`src/rtl/rlfs_pkg.sv`:
```
// shared constants and types for the loss fraction statistics block
package rlfs_pkg;

    localparam int CNT_W     = 32;
    localparam int SEQ_W     = 16;
    localparam int GAP_W     = 16;
    localparam int ACT_W     = 2;
    localparam int FRAC_W    = 8;
    localparam int DIV_STEPS = FRAC_W;
    localparam int STEP_W    = $clog2(DIV_STEPS);

    localparam logic [GAP_W-1:0]  GAP_LIMIT_RESET = GAP_W'(100);
    localparam logic [FRAC_W-1:0] FRAC_MAX        = {FRAC_W{1'b1}};

    // action codes carried in tuser
    localparam logic [ACT_W-1:0] ACT_FRAME  = 2'd0;
    localparam logic [ACT_W-1:0] ACT_REPORT = 2'd1;
    localparam logic [ACT_W-1:0] ACT_CLEAR  = 2'd2;

    // controller to datapath commands
    typedef struct packed {
        logic frame_en;
        logic report_en;
        logic clear_en;
        logic div_step;
        logic out_load;
    } cmd_t;

endpackage

```
`src/rtl/rlfs_datapath.sv`:
```
// counters, snapshots, gap check, serial fraction divider and output register
module rlfs_datapath (
    input  logic                         clk,
    input  logic                         rst_n,
    input  logic                         cfg_wen,
    input  logic [rlfs_pkg::GAP_W-1:0]   cfg_wdata,
    input  logic [rlfs_pkg::SEQ_W-1:0]   seq_number,
    input  rlfs_pkg::cmd_t               cmd,
    output logic [rlfs_pkg::FRAC_W-1:0]  lost_fraction
);

    localparam int CW = rlfs_pkg::CNT_W;

    logic [rlfs_pkg::GAP_W-1:0]  gap_limit_reg;
    logic [CW-1:0]               exp_total_reg, exp_total_next;
    logic [CW-1:0]               lost_total_reg, lost_total_next;
    logic [CW-1:0]               exp_snap_reg;
    logic [CW-1:0]               lost_snap_reg;
    logic [rlfs_pkg::SEQ_W-1:0]  prev_seq_reg;

    logic [CW-1:0]               den_reg;
    logic [CW-1:0]               rem_reg, rem_next;
    logic [rlfs_pkg::FRAC_W-1:0] quo_reg, quo_next;
    logic                        den_zero_reg;
    logic                        sat_reg;
    logic [rlfs_pkg::FRAC_W-1:0] frac_reg;

    logic [rlfs_pkg::SEQ_W-1:0]  gap;
    logic                        gap_ok;
    logic [CW-1:0]               exp_inc;
    logic [CW-1:0]               d_exp;
    logic [CW-1:0]               d_lost;
    logic [CW:0]                 rem_shift;
    logic                        rem_ge;

    // gap check for a frame
    assign gap    = seq_number - prev_seq_reg - rlfs_pkg::SEQ_W'(1);
    assign gap_ok = (prev_seq_reg != '0) && (gap != '0) && (gap < gap_limit_reg);
    assign exp_inc = gap_ok ? (CW'(gap) + CW'(1)) : CW'(1);
    assign exp_total_next  = exp_total_reg + exp_inc;
    assign lost_total_next = gap_ok ? (lost_total_reg + CW'(gap)) : lost_total_reg;

    // differences since last report
    assign d_exp  = exp_total_reg - exp_snap_reg;
    assign d_lost = lost_total_reg - lost_snap_reg;

    // one restoring division step
    assign rem_shift = {rem_reg, 1'b0};
    assign rem_ge    = rem_shift >= {1'b0, den_reg};
    assign rem_next  = rem_ge ? CW'(rem_shift - {1'b0, den_reg}) : CW'(rem_shift);
    assign quo_next  = {quo_reg[rlfs_pkg::FRAC_W-2:0], rem_ge};

    always_ff @(posedge clk or negedge rst_n)
    begin
        if (!rst_n)
        begin
            gap_limit_reg  <= rlfs_pkg::GAP_LIMIT_RESET;
            exp_total_reg  <= '0;
            lost_total_reg <= '0;
            exp_snap_reg   <= '0;
            lost_snap_reg  <= '0;
            prev_seq_reg   <= '0;
        end
        else
        begin
            if (cfg_wen)
            begin
                gap_limit_reg <= cfg_wdata;
            end
            if (cmd.frame_en)
            begin
                exp_total_reg  <= exp_total_next;
                lost_total_reg <= lost_total_next;
                prev_seq_reg   <= seq_number;
            end
            else if (cmd.report_en)
            begin
                exp_snap_reg  <= exp_total_reg;
                lost_snap_reg <= lost_total_reg;
            end
            else if (cmd.clear_en)
            begin
                exp_total_reg  <= '0;
                lost_total_reg <= '0;
                exp_snap_reg   <= '0;
                lost_snap_reg  <= '0;
                prev_seq_reg   <= '0;
            end
        end
    end

    // divider and output payload, no reset needed
    always_ff @(posedge clk)
    begin
        if (cmd.report_en)
        begin
            den_reg      <= d_exp;
            rem_reg      <= d_lost;
            quo_reg      <= '0;
            den_zero_reg <= (d_exp == '0);
            sat_reg      <= (d_lost >= d_exp);
        end
        else if (cmd.div_step)
        begin
            rem_reg <= rem_next;
            quo_reg <= quo_next;
        end
        if (cmd.out_load)
        begin
            frac_reg <= den_zero_reg ? '0 : (sat_reg ? rlfs_pkg::FRAC_MAX : quo_reg);
        end
    end

    assign lost_fraction = frac_reg;

endmodule

```
`src/rtl/rlfs_ctrl.sv`:
```
// handshake controller and sequencer for the fraction divider
module rlfs_ctrl (
    input  logic                        clk,
    input  logic                        rst_n,
    input  logic                        in_valid,
    input  logic [rlfs_pkg::ACT_W-1:0]  action,
    output logic                        in_ready,
    output logic                        out_valid,
    input  logic                        out_ready,
    output rlfs_pkg::cmd_t              cmd
);

    typedef enum logic [1:0] {
        ST_IDLE,
        ST_DIV,
        ST_DONE
    } state_t;

    state_t                      state_reg, state_next;
    logic [rlfs_pkg::STEP_W-1:0] step_reg, step_next;
    logic                        out_valid_reg, out_valid_next;
    logic                        in_fire;
    logic                        out_free;

    assign in_ready = (state_reg == ST_IDLE);
    assign in_fire  = in_valid && in_ready;
    assign out_free = !out_valid_reg || out_ready;

    always_comb
    begin
        cmd            = '0;
        state_next     = state_reg;
        step_next      = step_reg;
        out_valid_next = out_valid_reg && !out_ready;
        case (state_reg)
            ST_IDLE:
            begin
                if (in_fire)
                begin
                    cmd.frame_en  = (action == rlfs_pkg::ACT_FRAME);
                    cmd.report_en = (action == rlfs_pkg::ACT_REPORT);
                    cmd.clear_en  = (action == rlfs_pkg::ACT_CLEAR);
                    if (action == rlfs_pkg::ACT_REPORT)
                    begin
                        state_next = ST_DIV;
                        step_next  = '0;
                    end
                end
            end
            ST_DIV:
            begin
                cmd.div_step = 1'b1;
                step_next    = step_reg + rlfs_pkg::STEP_W'(1);
                if (step_reg == rlfs_pkg::STEP_W'(rlfs_pkg::DIV_STEPS - 1))
                begin
                    state_next = ST_DONE;
                    step_next  = '0;
                end
            end
            ST_DONE:
            begin
                if (out_free)
                begin
                    cmd.out_load   = 1'b1;
                    out_valid_next = 1'b1;
                    state_next     = ST_IDLE;
                end
            end
            default:
            begin
                state_next = ST_IDLE;
            end
        endcase
    end

    always_ff @(posedge clk or negedge rst_n)
    begin
        if (!rst_n)
        begin
            state_reg     <= ST_IDLE;
            step_reg      <= '0;
            out_valid_reg <= 1'b0;
        end
        else
        begin
            state_reg     <= state_next;
            step_reg      <= step_next;
            out_valid_reg <= out_valid_next;
        end
    end

    assign out_valid = out_valid_reg;

    // step counter only runs during the division
    a_step_idle: assert property (@(posedge clk) disable iff (!rst_n)
        (state_reg != ST_DIV) |-> (step_reg == '0))
        else $error("step counter nonzero outside division");

    a_report_starts_div: assert property (@(posedge clk) disable iff (!rst_n)
        cmd.report_en |=> (state_reg == ST_DIV))
        else $error("report did not start division");

    a_done_loads: assert property (@(posedge clk) disable iff (!rst_n)
        cmd.out_load |=> (out_valid_reg && state_reg == ST_IDLE))
        else $error("result not presented after load");

    a_no_overwrite: assert property (@(posedge clk) disable iff (!rst_n)
        cmd.out_load |-> out_free)
        else $error("output register overwritten while held");

endmodule

```
`src/rtl/rtp_loss_fraction_stats_top.sv`:
```
// top level of the receive-side loss fraction statistics block
// Tracks frame loss on a received media stream from 16-bit sequence numbers.
// Each input item carries an action in s_axis_tuser: frame (0), report (1) or
// clear (2); action 3 is taken and ignored. A frame adds one to the expected
// count, plus the forward gap to both expected and lost counts when a nonzero
// previous sequence number exists and the gap lies strictly between 0 and
// gap_limit. A report returns one item with floor(lost*256/expected) over the
// counts since the previous report (0 if no frames, 255 on saturation) and moves
// the snapshot. Clear zeroes the counters but keeps gap_limit.
// Timing: frame, clear and ignored items can be taken back to back. A report
// latches the differences, runs the bit-serial restoring divider (one quotient
// bit per cycle) and loads the output register; it stretches further while a
// previous result is still held on the master side. No input is taken during
// a report; frames keep flowing while a loaded result waits. gap_limit must be
// written through cfg_wen/cfg_wdata only while the block is idle (not enforced).
module rtp_loss_fraction_stats_top (
    input  logic        clk,
    input  logic        rst_n,
    // configuration: gap_limit
    input  logic        cfg_wen,
    input  logic [15:0] cfg_wdata,
    // input stream
    input  logic        s_axis_tvalid,
    output logic        s_axis_tready,
    input  logic [15:0] s_axis_tdata,   // [15:0] seq_number
    input  logic [1:0]  s_axis_tuser,   // [1:0] action
    // result stream
    output logic        m_axis_tvalid,
    input  logic        m_axis_tready,
    output logic [7:0]  m_axis_tdata    // [7:0] lost_fraction
);

    rlfs_pkg::cmd_t cmd;

    // sequencer: owns the handshakes and the division step count
    rlfs_ctrl u_ctrl (
        .clk       (clk),
        .rst_n     (rst_n),
        .in_valid  (s_axis_tvalid),
        .action    (s_axis_tuser),
        .in_ready  (s_axis_tready),
        .out_valid (m_axis_tvalid),
        .out_ready (m_axis_tready),
        .cmd       (cmd)
    );

    // datapath: counters, snapshots, divider, result register
    rlfs_datapath u_datapath (
        .clk           (clk),
        .rst_n         (rst_n),
        .cfg_wen       (cfg_wen),
        .cfg_wdata     (cfg_wdata),
        .seq_number    (s_axis_tdata),
        .cmd           (cmd),
        .lost_fraction (m_axis_tdata)
    );

endmodule

```
`config.mk`:
```
export PLATFORM = sky130hd
export DESIGN_NAME = rtp_loss_fraction_stats_top
export DESIGN_NICKNAME = d
export VERILOG_FILES = /design/src/rtl/rlfs_pkg.sv /design/src/rtl/rlfs_datapath.sv /design/src/rtl/rlfs_ctrl.sv /design/src/rtl/rtp_loss_fraction_stats_top.sv
export SDC_FILE = /design/constraint.sdc
export NUM_CORES = 1
export LEC_CHECK = 0
export BUFFER_PORTS_ARGS = -buffer_cell sky130_fd_sc_hd__buf_4
export CORE_MARGIN = 1
export CORE_UTILIZATION = 64
export DETAILED_ROUTE_END_ITERATION = 6
export PLACE_DENSITY = 0.86
export SKIP_LAST_GASP = 1
export SLEW_MARGIN = 20
export SYNTH_ARGS = -nofsm -noshare
export SYNTH_HDL_FRONTEND = slang
export SYNTH_SLANG_ARGS = --single-unit
```
`constraint.sdc`:
```
create_clock -name clk -period 18 [get_ports clk]
set_clock_uncertainty 0.05 [all_clocks]
set_input_delay 2.7 -clock clk [delete_from_list [all_inputs] [get_ports clk]]
set_output_delay 2.7 -clock clk [all_outputs]
set_load 0.02 [all_outputs]
```
Word level (Yosys, flattened, before mapping)
Cells that the tools add are included.
Word-level totals
  flip-flop bits (word level): 248
  output and inout port bits: 10
  word-level logic and storage cells: 91
Operators by class
  $add $sub $neg: 9
  magnitude comparators: 3
  equality and inequality tests: 11
  muxes and demuxes: 31
  bitwise logic cells: 1
  reduce and logical (&&, ||, !) cells: 21
Operators with widths (number)
  32-bit 2-to-1 mux: 11
  32-bit subtractor: 3
  16-bit 2-to-1 mux: 3
  33-bit by 32-bit >= comparator with 1-bit output: 1
  32-bit by 16-bit adder with 32-bit output: 1
  32-bit adder: 1
  32-bit >= comparator: 1
  32-bit zero test: 1
  16-bit nonzero test: 2
  16-bit by 1-bit adder with 17-bit output (second input constant): 1
  16-bit < comparator: 1
  16-bit by 1-bit subtractor with 16-bit output (second input constant): 1
  16-bit subtractor: 1
  3-bit 2-to-1 mux: 5
  2-bit 2-to-1 mux: 4
  8-bit 2-to-1 mux: 1
  2-bit by 1-bit inequality test with 1-bit output (second input constant): 4
  2-bit nonzero test: 4
  2-bit case mux with 3 select lines: 1
  3-bit case mux with 2 select lines: 1
  3-bit AND reduction: 2
  1-bit 2-to-1 mux: 5
  2-bit by 1-bit equality test with 1-bit output (second input constant): 2
  2-bit equality test (second input constant): 2
  other kinds (10): 17

Logic depth before layout (Yosys ltp)
Gate-level depths: netlist (run 1).
  depth in word-level cells: 8
  depth in mapped cells: 35
  depth with buffers taken out: 34

Modules after synthesis
From an unflattened synthesis (run 1), not the netlist that was laid out.
Second synthesis, totals
  cell total of the unflattened synthesis: 2057
  area, all modules: 18575.3 um^2
By module, submodules not included
  rlfs_datapath: times used 1, cells an instance 2031, area an instance 18262.5 um^2, seq. area each 6389.9 um^2
  rlfs_ctrl: times used 1, cells an instance 26, area an instance 312.8 um^2, seq. area each 150.1 um^2

Worst setup path after synthesis (run 1)
OpenSTA, ideal clock, no wires.
  path type: input to register
  start point: input s_axis_tdata[0]
  end point: register u_datapath.exp_total_reg[25]
  setup time: 0.132 ns
  arrival: 8.801 ns
  slack: 9.017 ns
  stages on the path: 34
  cell sequence: ha_1 -> inv_1 -> fa_1 -> nor2b_1 -> o31a_1 -> o211a_1 -> o21ai_0 -> nor3b_1 -> nor2_1 -> ha_1 -> a21o_1 -> a21o_1 -> a21oi_1 -> nor2_1 -> a2111oi_0 -> a21oi_1 -> nand2b_1 -> or2_4 -> buf_4 -> buf_4 -> buf_4 -> nor2_1 -> ha_1 -> o21a_1 -> o21ai_0 -> nor2_1 -> a2111oi_0 -> or3_1 -> a31oi_1 -> a31oi_1 -> nor2_1 -> nand3_1 -> xor2_1 -> nor2_1
On the way
  cells in the longest elaborated chain, start to end: 8
  elaborated cells between the ends (all ways): 10
Ends and longest elaborated chain
  start: declaration: RTL line rtp_loss_fraction_stats_top.sv:25  | input logic [15:0] s_axis_tdata,
  16-bit subtractor (*): RTL line rlfs_datapath.sv:37  | assign gap = seq_number - prev_seq_reg - rlfs_pkg::SEQ_W'(1);
  16-bit by 1-bit subtractor with 16-bit output (*): RTL line rlfs_datapath.sv:37
  parallel branches: the longest is 3 deep, another holds 16-bit < comparator
  32-bit 2-to-1 mux (*): RTL line rlfs_datapath.sv:39  | assign exp_inc = gap_ok ? (CW'(gap) + CW'(1)) : CW'(1);
  32-bit adder (*): RTL line rlfs_datapath.sv:40  | assign exp_total_next = exp_total_reg + exp_inc;
  32-bit 2-to-1 mux (*): RTL line rlfs_datapath.sv:70  | if (cmd.frame_en)
  end signal: assignment: RTL line rlfs_datapath.sv:72  | exp_total_reg <= exp_total_next;
  end: declaration: RTL line rlfs_datapath.sv:15  | logic [CW-1:0] exp_total_reg, exp_total_next;
Mark *: on every way between the ends.
A chain may end at the register's enable or synchronous reset.

Final worst setup path (run 1)
Same ends and word-level chain as after synthesis.

==> impl_metrics.tcl, run 1 <==
set metrics [dict create \
    status "finished, violations left" \
    violations "DRC" \
    core_mm2 0.02878 \
    synthFlopType "dfrtp_1" \
    first_global_vias 16170 \
    antenna_found_initial 0 \
    synth_commonest_cells "280 x nand2_1, 210 x inv_1, 193 x ha_1" \
    rows 62 \
    clk_path_buf_depth 3 \
    synthXorXnorAreaFrac_pct 6.102 \
    final_cells 2631 \
    syn_area_mm2 0.01880 \
    hp-class "register to register" \
    synthMuxAreaShare_pct 0.8651 \
    ios 49 \
    vias 16590 \
    synth.distinct_cells 77 \
    cts_setup_buffers 0 \
    grt_pass1_wl_um 77630 \
    fin_crit_sh_pct 54.58 \
    critPathMaxFanout 9 \
    drc 1 \
    hold_slack_ps 410.7 \
    cts_hold_buf 0 \
    synth_top_area_share_pct 21.69 \
    placed_cells 2579 \
    synthAdderAreaFrac_pct 13.48 \
    wire_per_inst_um 17.94 \
    fin_util_pct 70.79 \
    clkSlewWorstSetupHoldPaths_ps 60 \
    overflow 0 \
    crit_path_end_kind "register" \
    drt-pass1-iter-count 7 \
    dieArea_mm2 0.03007 \
    fp.dieH_um 173.4 \
    yosysWarnings 0 \
    gp_congestion 0.9493 \
    synth_fp_nets 2455 \
    synth_compound_area_share_pct 21.75 \
    synth_area_leaders "dfrtp_1 22%, ha_1 13%, edfxtp_1 12%" \
    min_from "u_datapath.quo_reg[5]" \
    grt_max_degree 107 \
    synth-simple-area-share_pct 17.08 \
    start_util_pct 65.33 \
    arrival_ps 10180 \
    place_hpwl_um 34430 \
    crit_start "s_axis_tdata[0]" \
    vias_per_cell 6.306 \
    worstSetupPathType "input port to register" \
    cts-root-buf "clkbuf_16" \
    cts_max_level 1 \
    finalCriticalPeriod_ps 9824 \
    drt_iter0_markers 1390 \
    antenna_left 0 \
    numCtsBuffers 28 \
    clock_latency_ps 560 \
    fin_tns_setup_ps 0 \
    critPathLaunchType "input port" \
    synth-seq-cells 248 \
    cts_tree "yes" \
    die_w_um 173.4 \
    rsz0062_at_grt "no" \
    yosysMostFrequentCell "nand2_1" \
    io_buffers 48 \
    diodes 0 \
    final_nets 2463 \
    drv_slew 0 \
    yosysTopAreaCell "dfrtp_1" \
    slew_headroom_pct 29.42 \
    synth.avg_cell_area_um2 8.481 \
    max_clock_freq_ghz 0.1018 \
    async_flop_share_pct 66.94 \
    clock-sinks 248 \
    max_slew.worst_pin.slew_ps 1059 \
    setup_violations 0 \
    wirelength_um 47200 \
    cp_common_cell "nor2_1" \
    cpMaxStageDelayCell "a2111oi_0" \
    yosysSeqAreaShare_pct 34.78 \
    required_ps 18360 \
    slowest_delay_ps 650 \
    syn-instance-count 2217 \
    drv_cap 0 \
    drive_gt1_share_pct 5.607 \
    cts_resized 0 \
    area_growth_pct 8.358 \
    hold_viol 0 \
    timing.rr.start "u_datapath.prev_seq_reg[0]" \
    synth_edf_count 74 \
    synth_top_family_by_area "compound AO/OA/AOI/OAI gates" \
    track_usage_pct 31.10 \
]
[critical path: cells and delay by family]
kind            cells  cell delay [ps]
fa+ha+maj           4             1160
simple gates       11             2390
compound gates     13             3510
xor+xnor            1              160
buf+inv             3              250
[cell families (layout without fill, tap and decap cells)]
kind of cell	after synthesis	in the layout
AO/OA/AOI/OAI	636	636
XOR/XNOR	131	131
adder cells (fa/ha/maj)	199	199
buffers and inverters	289	319
flip-flops	248	248
multiplexers	16	16
AND/OR/NAND/NOR	698	698
[through the flow]
step | cell area (um^2) | setup WS (ps)
after floorplan | 18800 | 9017
after global placement | 19400 | 8098
after detailed placement | 19400 | 7857
after CTS | 20370 | 8383
after global routing | 20370 | 7571
final | 20370 | 8176
[layout by cell type, fill, tap and decap left out, drive strengths merged, types with 10 or more instances in the layout]
cell type and count:
a21boi 10, a22o 13, xor2 45, a21oi 151
o21a 30, nor3 35, a21o 62, nand2b 19
inv 213, o21ai 155, ha 193, nand2 280
and3 18, o211ai 19, nor4 19, nor2b 22
a211oi 13, or2 10, a31oi 28, buf 56
mux2i 14, clkbuf 31, o21bai 15, o31ai 65
clkinv 13, nand3 60, edfxtp 74, nand4 23
dfrtp 163, nor2 165, xnor2 86, or3 11
[final timing paths]
check / to / slack [ps] / depth (start not counted)
min in group asynchronous: u_ctrl.state_reg[0] / 2190 / 1
min reg2reg: u_datapath.quo_reg[6] / 410 / 2
max reg2reg: u_datapath.exp_total_reg[25] / 9940 / 32
max in group asynchronous: u_datapath.gap_limit_reg[1] / 14260 / 2
max: u_datapath.exp_total_reg[25] / 8180 / 32
min: u_datapath.quo_reg[6] / 410 / 2
[area by class of cell]
class / instances / area (um^2)
inverters: 211 / 794.5
clock buffers: 31 / 721.9
fillers: 2133 / 8406
well taps: 384 / 480.5
flip-flops and latches: 248 / 6540
repair buffers: 56 / 424.2
clock inverters: 21 / 251.5
multi-input cells: 1680 / 11160
[routing by layer]
layer / vias up / share of wire (%) / GRT usage (%)
li1: 7921 / - / -
met1: 7837 / 42 / 40.32
met2: 692 / 47 / 52.89
met3: 141 / 6.9 / 3.969
met4: 0 / 3.4 / 12.24
met5: - / 0 / 0
Power of run 1 is left out: the tool's default activity adds up to more than one toggle a clock period on the data nets, which glitch-free logic cannot reach.
==> run 2, diff against run 1 <==
==> constraint.sdc (replaced) <==
create_clock -name clk -period 9.4 [get_ports clk]
set_clock_uncertainty 0.05 [all_clocks]
set_input_delay 1.41 -clock clk [delete_from_list [all_inputs] [get_ports clk]]
set_output_delay 1.41 -clock clk [all_outputs]
set_load 0.02 [all_outputs]
==> impl_metrics.tcl, run 2 (synthesis results as in run 1) <==
set metrics [dict create \
    drive_gt1_share_pct 5.647 \
    wirelength_um 47550 \
    area_growth_pct 7.945 \
    diodes 0 \
    cpMaxStageDelayCell "a21boi_0" \
    timing.rr.start "u_datapath.prev_seq_reg[0]" \
    grt_pass1_wl_um 77430 \
    cts_setup_buffers 0 \
    slowest_delay_ps 490 \
    drc 0 \
    slew_headroom_pct 31.20 \
    cts_resized 0 \
    start_util_pct 65.33 \
    cts-root-buf "clkbuf_16" \
    cp_common_cell "nor2_1" \
    max_clock_freq_ghz 0.1234 \
    worstSetupPathType "input port to register" \
    cts_max_level 1 \
    track_usage_pct 31.17 \
    clock-sinks 248 \
    wire_per_inst_um 18.06 \
    drt_iter0_markers 1329 \
    clock_latency_ps 550 \
    drv_cap 0 \
    crit_start "s_axis_tdata[0]" \
    vias_per_cell 6.292 \
    core_mm2 0.02878 \
    cts_hold_buf 0 \
    overflow 0 \
    status "finished, final reports clean" \
    arrival_ps 8460 \
    final_cells 2633 \
    drt-pass1-iter-count 6 \
    clkSlewWorstSetupHoldPaths_ps 60 \
    critPathLaunchType "input port" \
    min_from "u_datapath.quo_reg[6]" \
    critPathMaxFanout 8 \
    gp_congestion 0.9566 \
    rows 62 \
    fin_crit_sh_pct 86.23 \
    hp-class "register to register" \
    numCtsBuffers 27 \
    placed_cells 2583 \
    max_slew.worst_pin.slew_ps 1028 \
    clk_path_buf_depth 3 \
    place_hpwl_um 34900 \
    final_common_cell "nand2_1" \
    final_nets 2466 \
    fin_tns_setup_ps 0 \
    io_buffers 48 \
    first_global_vias 16280 \
    rsz0062_at_grt "no" \
    hold_viol 0 \
    setup_violations 0 \
    antenna_left 0 \
    cts_tree "yes" \
    required_ps 9750 \
    finalCriticalPeriod_ps 8105 \
    die_w_um 173.4 \
    grt_max_degree 96 \
    fp.dieH_um 173.4 \
    ios 49 \
    vias 16570 \
    crit_path_end_kind "register" \
    drv_slew 0 \
    antenna_found_initial 0 \
    final_cell_mix "280 x nand2_1, 210 x inv_1, 193 x ha_1" \
    dieArea_mm2 0.03007 \
]
## run 2: cell count changes in the layout (fill, tap and decap cells not counted), sizes merged
cell      before  now
buf           56   60
bufinv         5    2
clkinv        13    9
clkbuf        31   36
clkinvlp       1    2
inv          213  212
## run 2: path summary, 6_finish.rpt
check	end	slack [ps]	cells past startpoint
max	u_datapath.exp_total_reg[22]	1290	33
min	u_datapath.quo_reg[7]	410	2
max reg2reg	u_datapath.exp_total_reg[22]	1770	32
min reg2reg	u_datapath.quo_reg[7]	410	2
max in group asynchronous	u_datapath.prev_seq_reg[1]	7390	2
min in group asynchronous	u_datapath.lost_total_reg[28]	740	1
## run 2: routing by layer
metal	global-route usage [%]	wire, um
met1	39.94	20180
met2	54.03	22710
met3	3.202	2993
met4	12.57	1665
met5	0	0
## run 2: layout make-up
cell class | instances | area (um^2)
clock inverter | 14 | 126.4
sequential | 248 | 6540
inverter | 211 | 794.5
fill | 2129 | 8483
clock buffer | 36 | 739.5
tap | 384 | 480.5
multi-input combinational | 1680 | 11160
timing repair buffer | 60 | 454.2
## run 2: worst max-delay path, delay by kind of cell
family          cells  cell delay, ps
compound gates     14            3500
simple gates       11            1880
fa+ha+maj           4            1110
buf+inv             3             390
xor+xnor            1             150
## run 2: per-stage QoR
step / utilization [%] / worst slack (ps) / hold WS (ps) / area (um^2)
after floorplan: - / 1707 / 381.7 / 18800
after detailed placement: 67.51 / 953.1 / 400.2 / 19430
after global routing: 70.52 / 647.4 / 436.4 / 20300
after global placement: 67.51 / 1231 / 393.2 / 19430
final: 70.52 / 1295 / 410.8 / 20300
after CTS: 70.52 / 1403 / 409.0 / 20300
Power of run 2 is left out for the same reason.
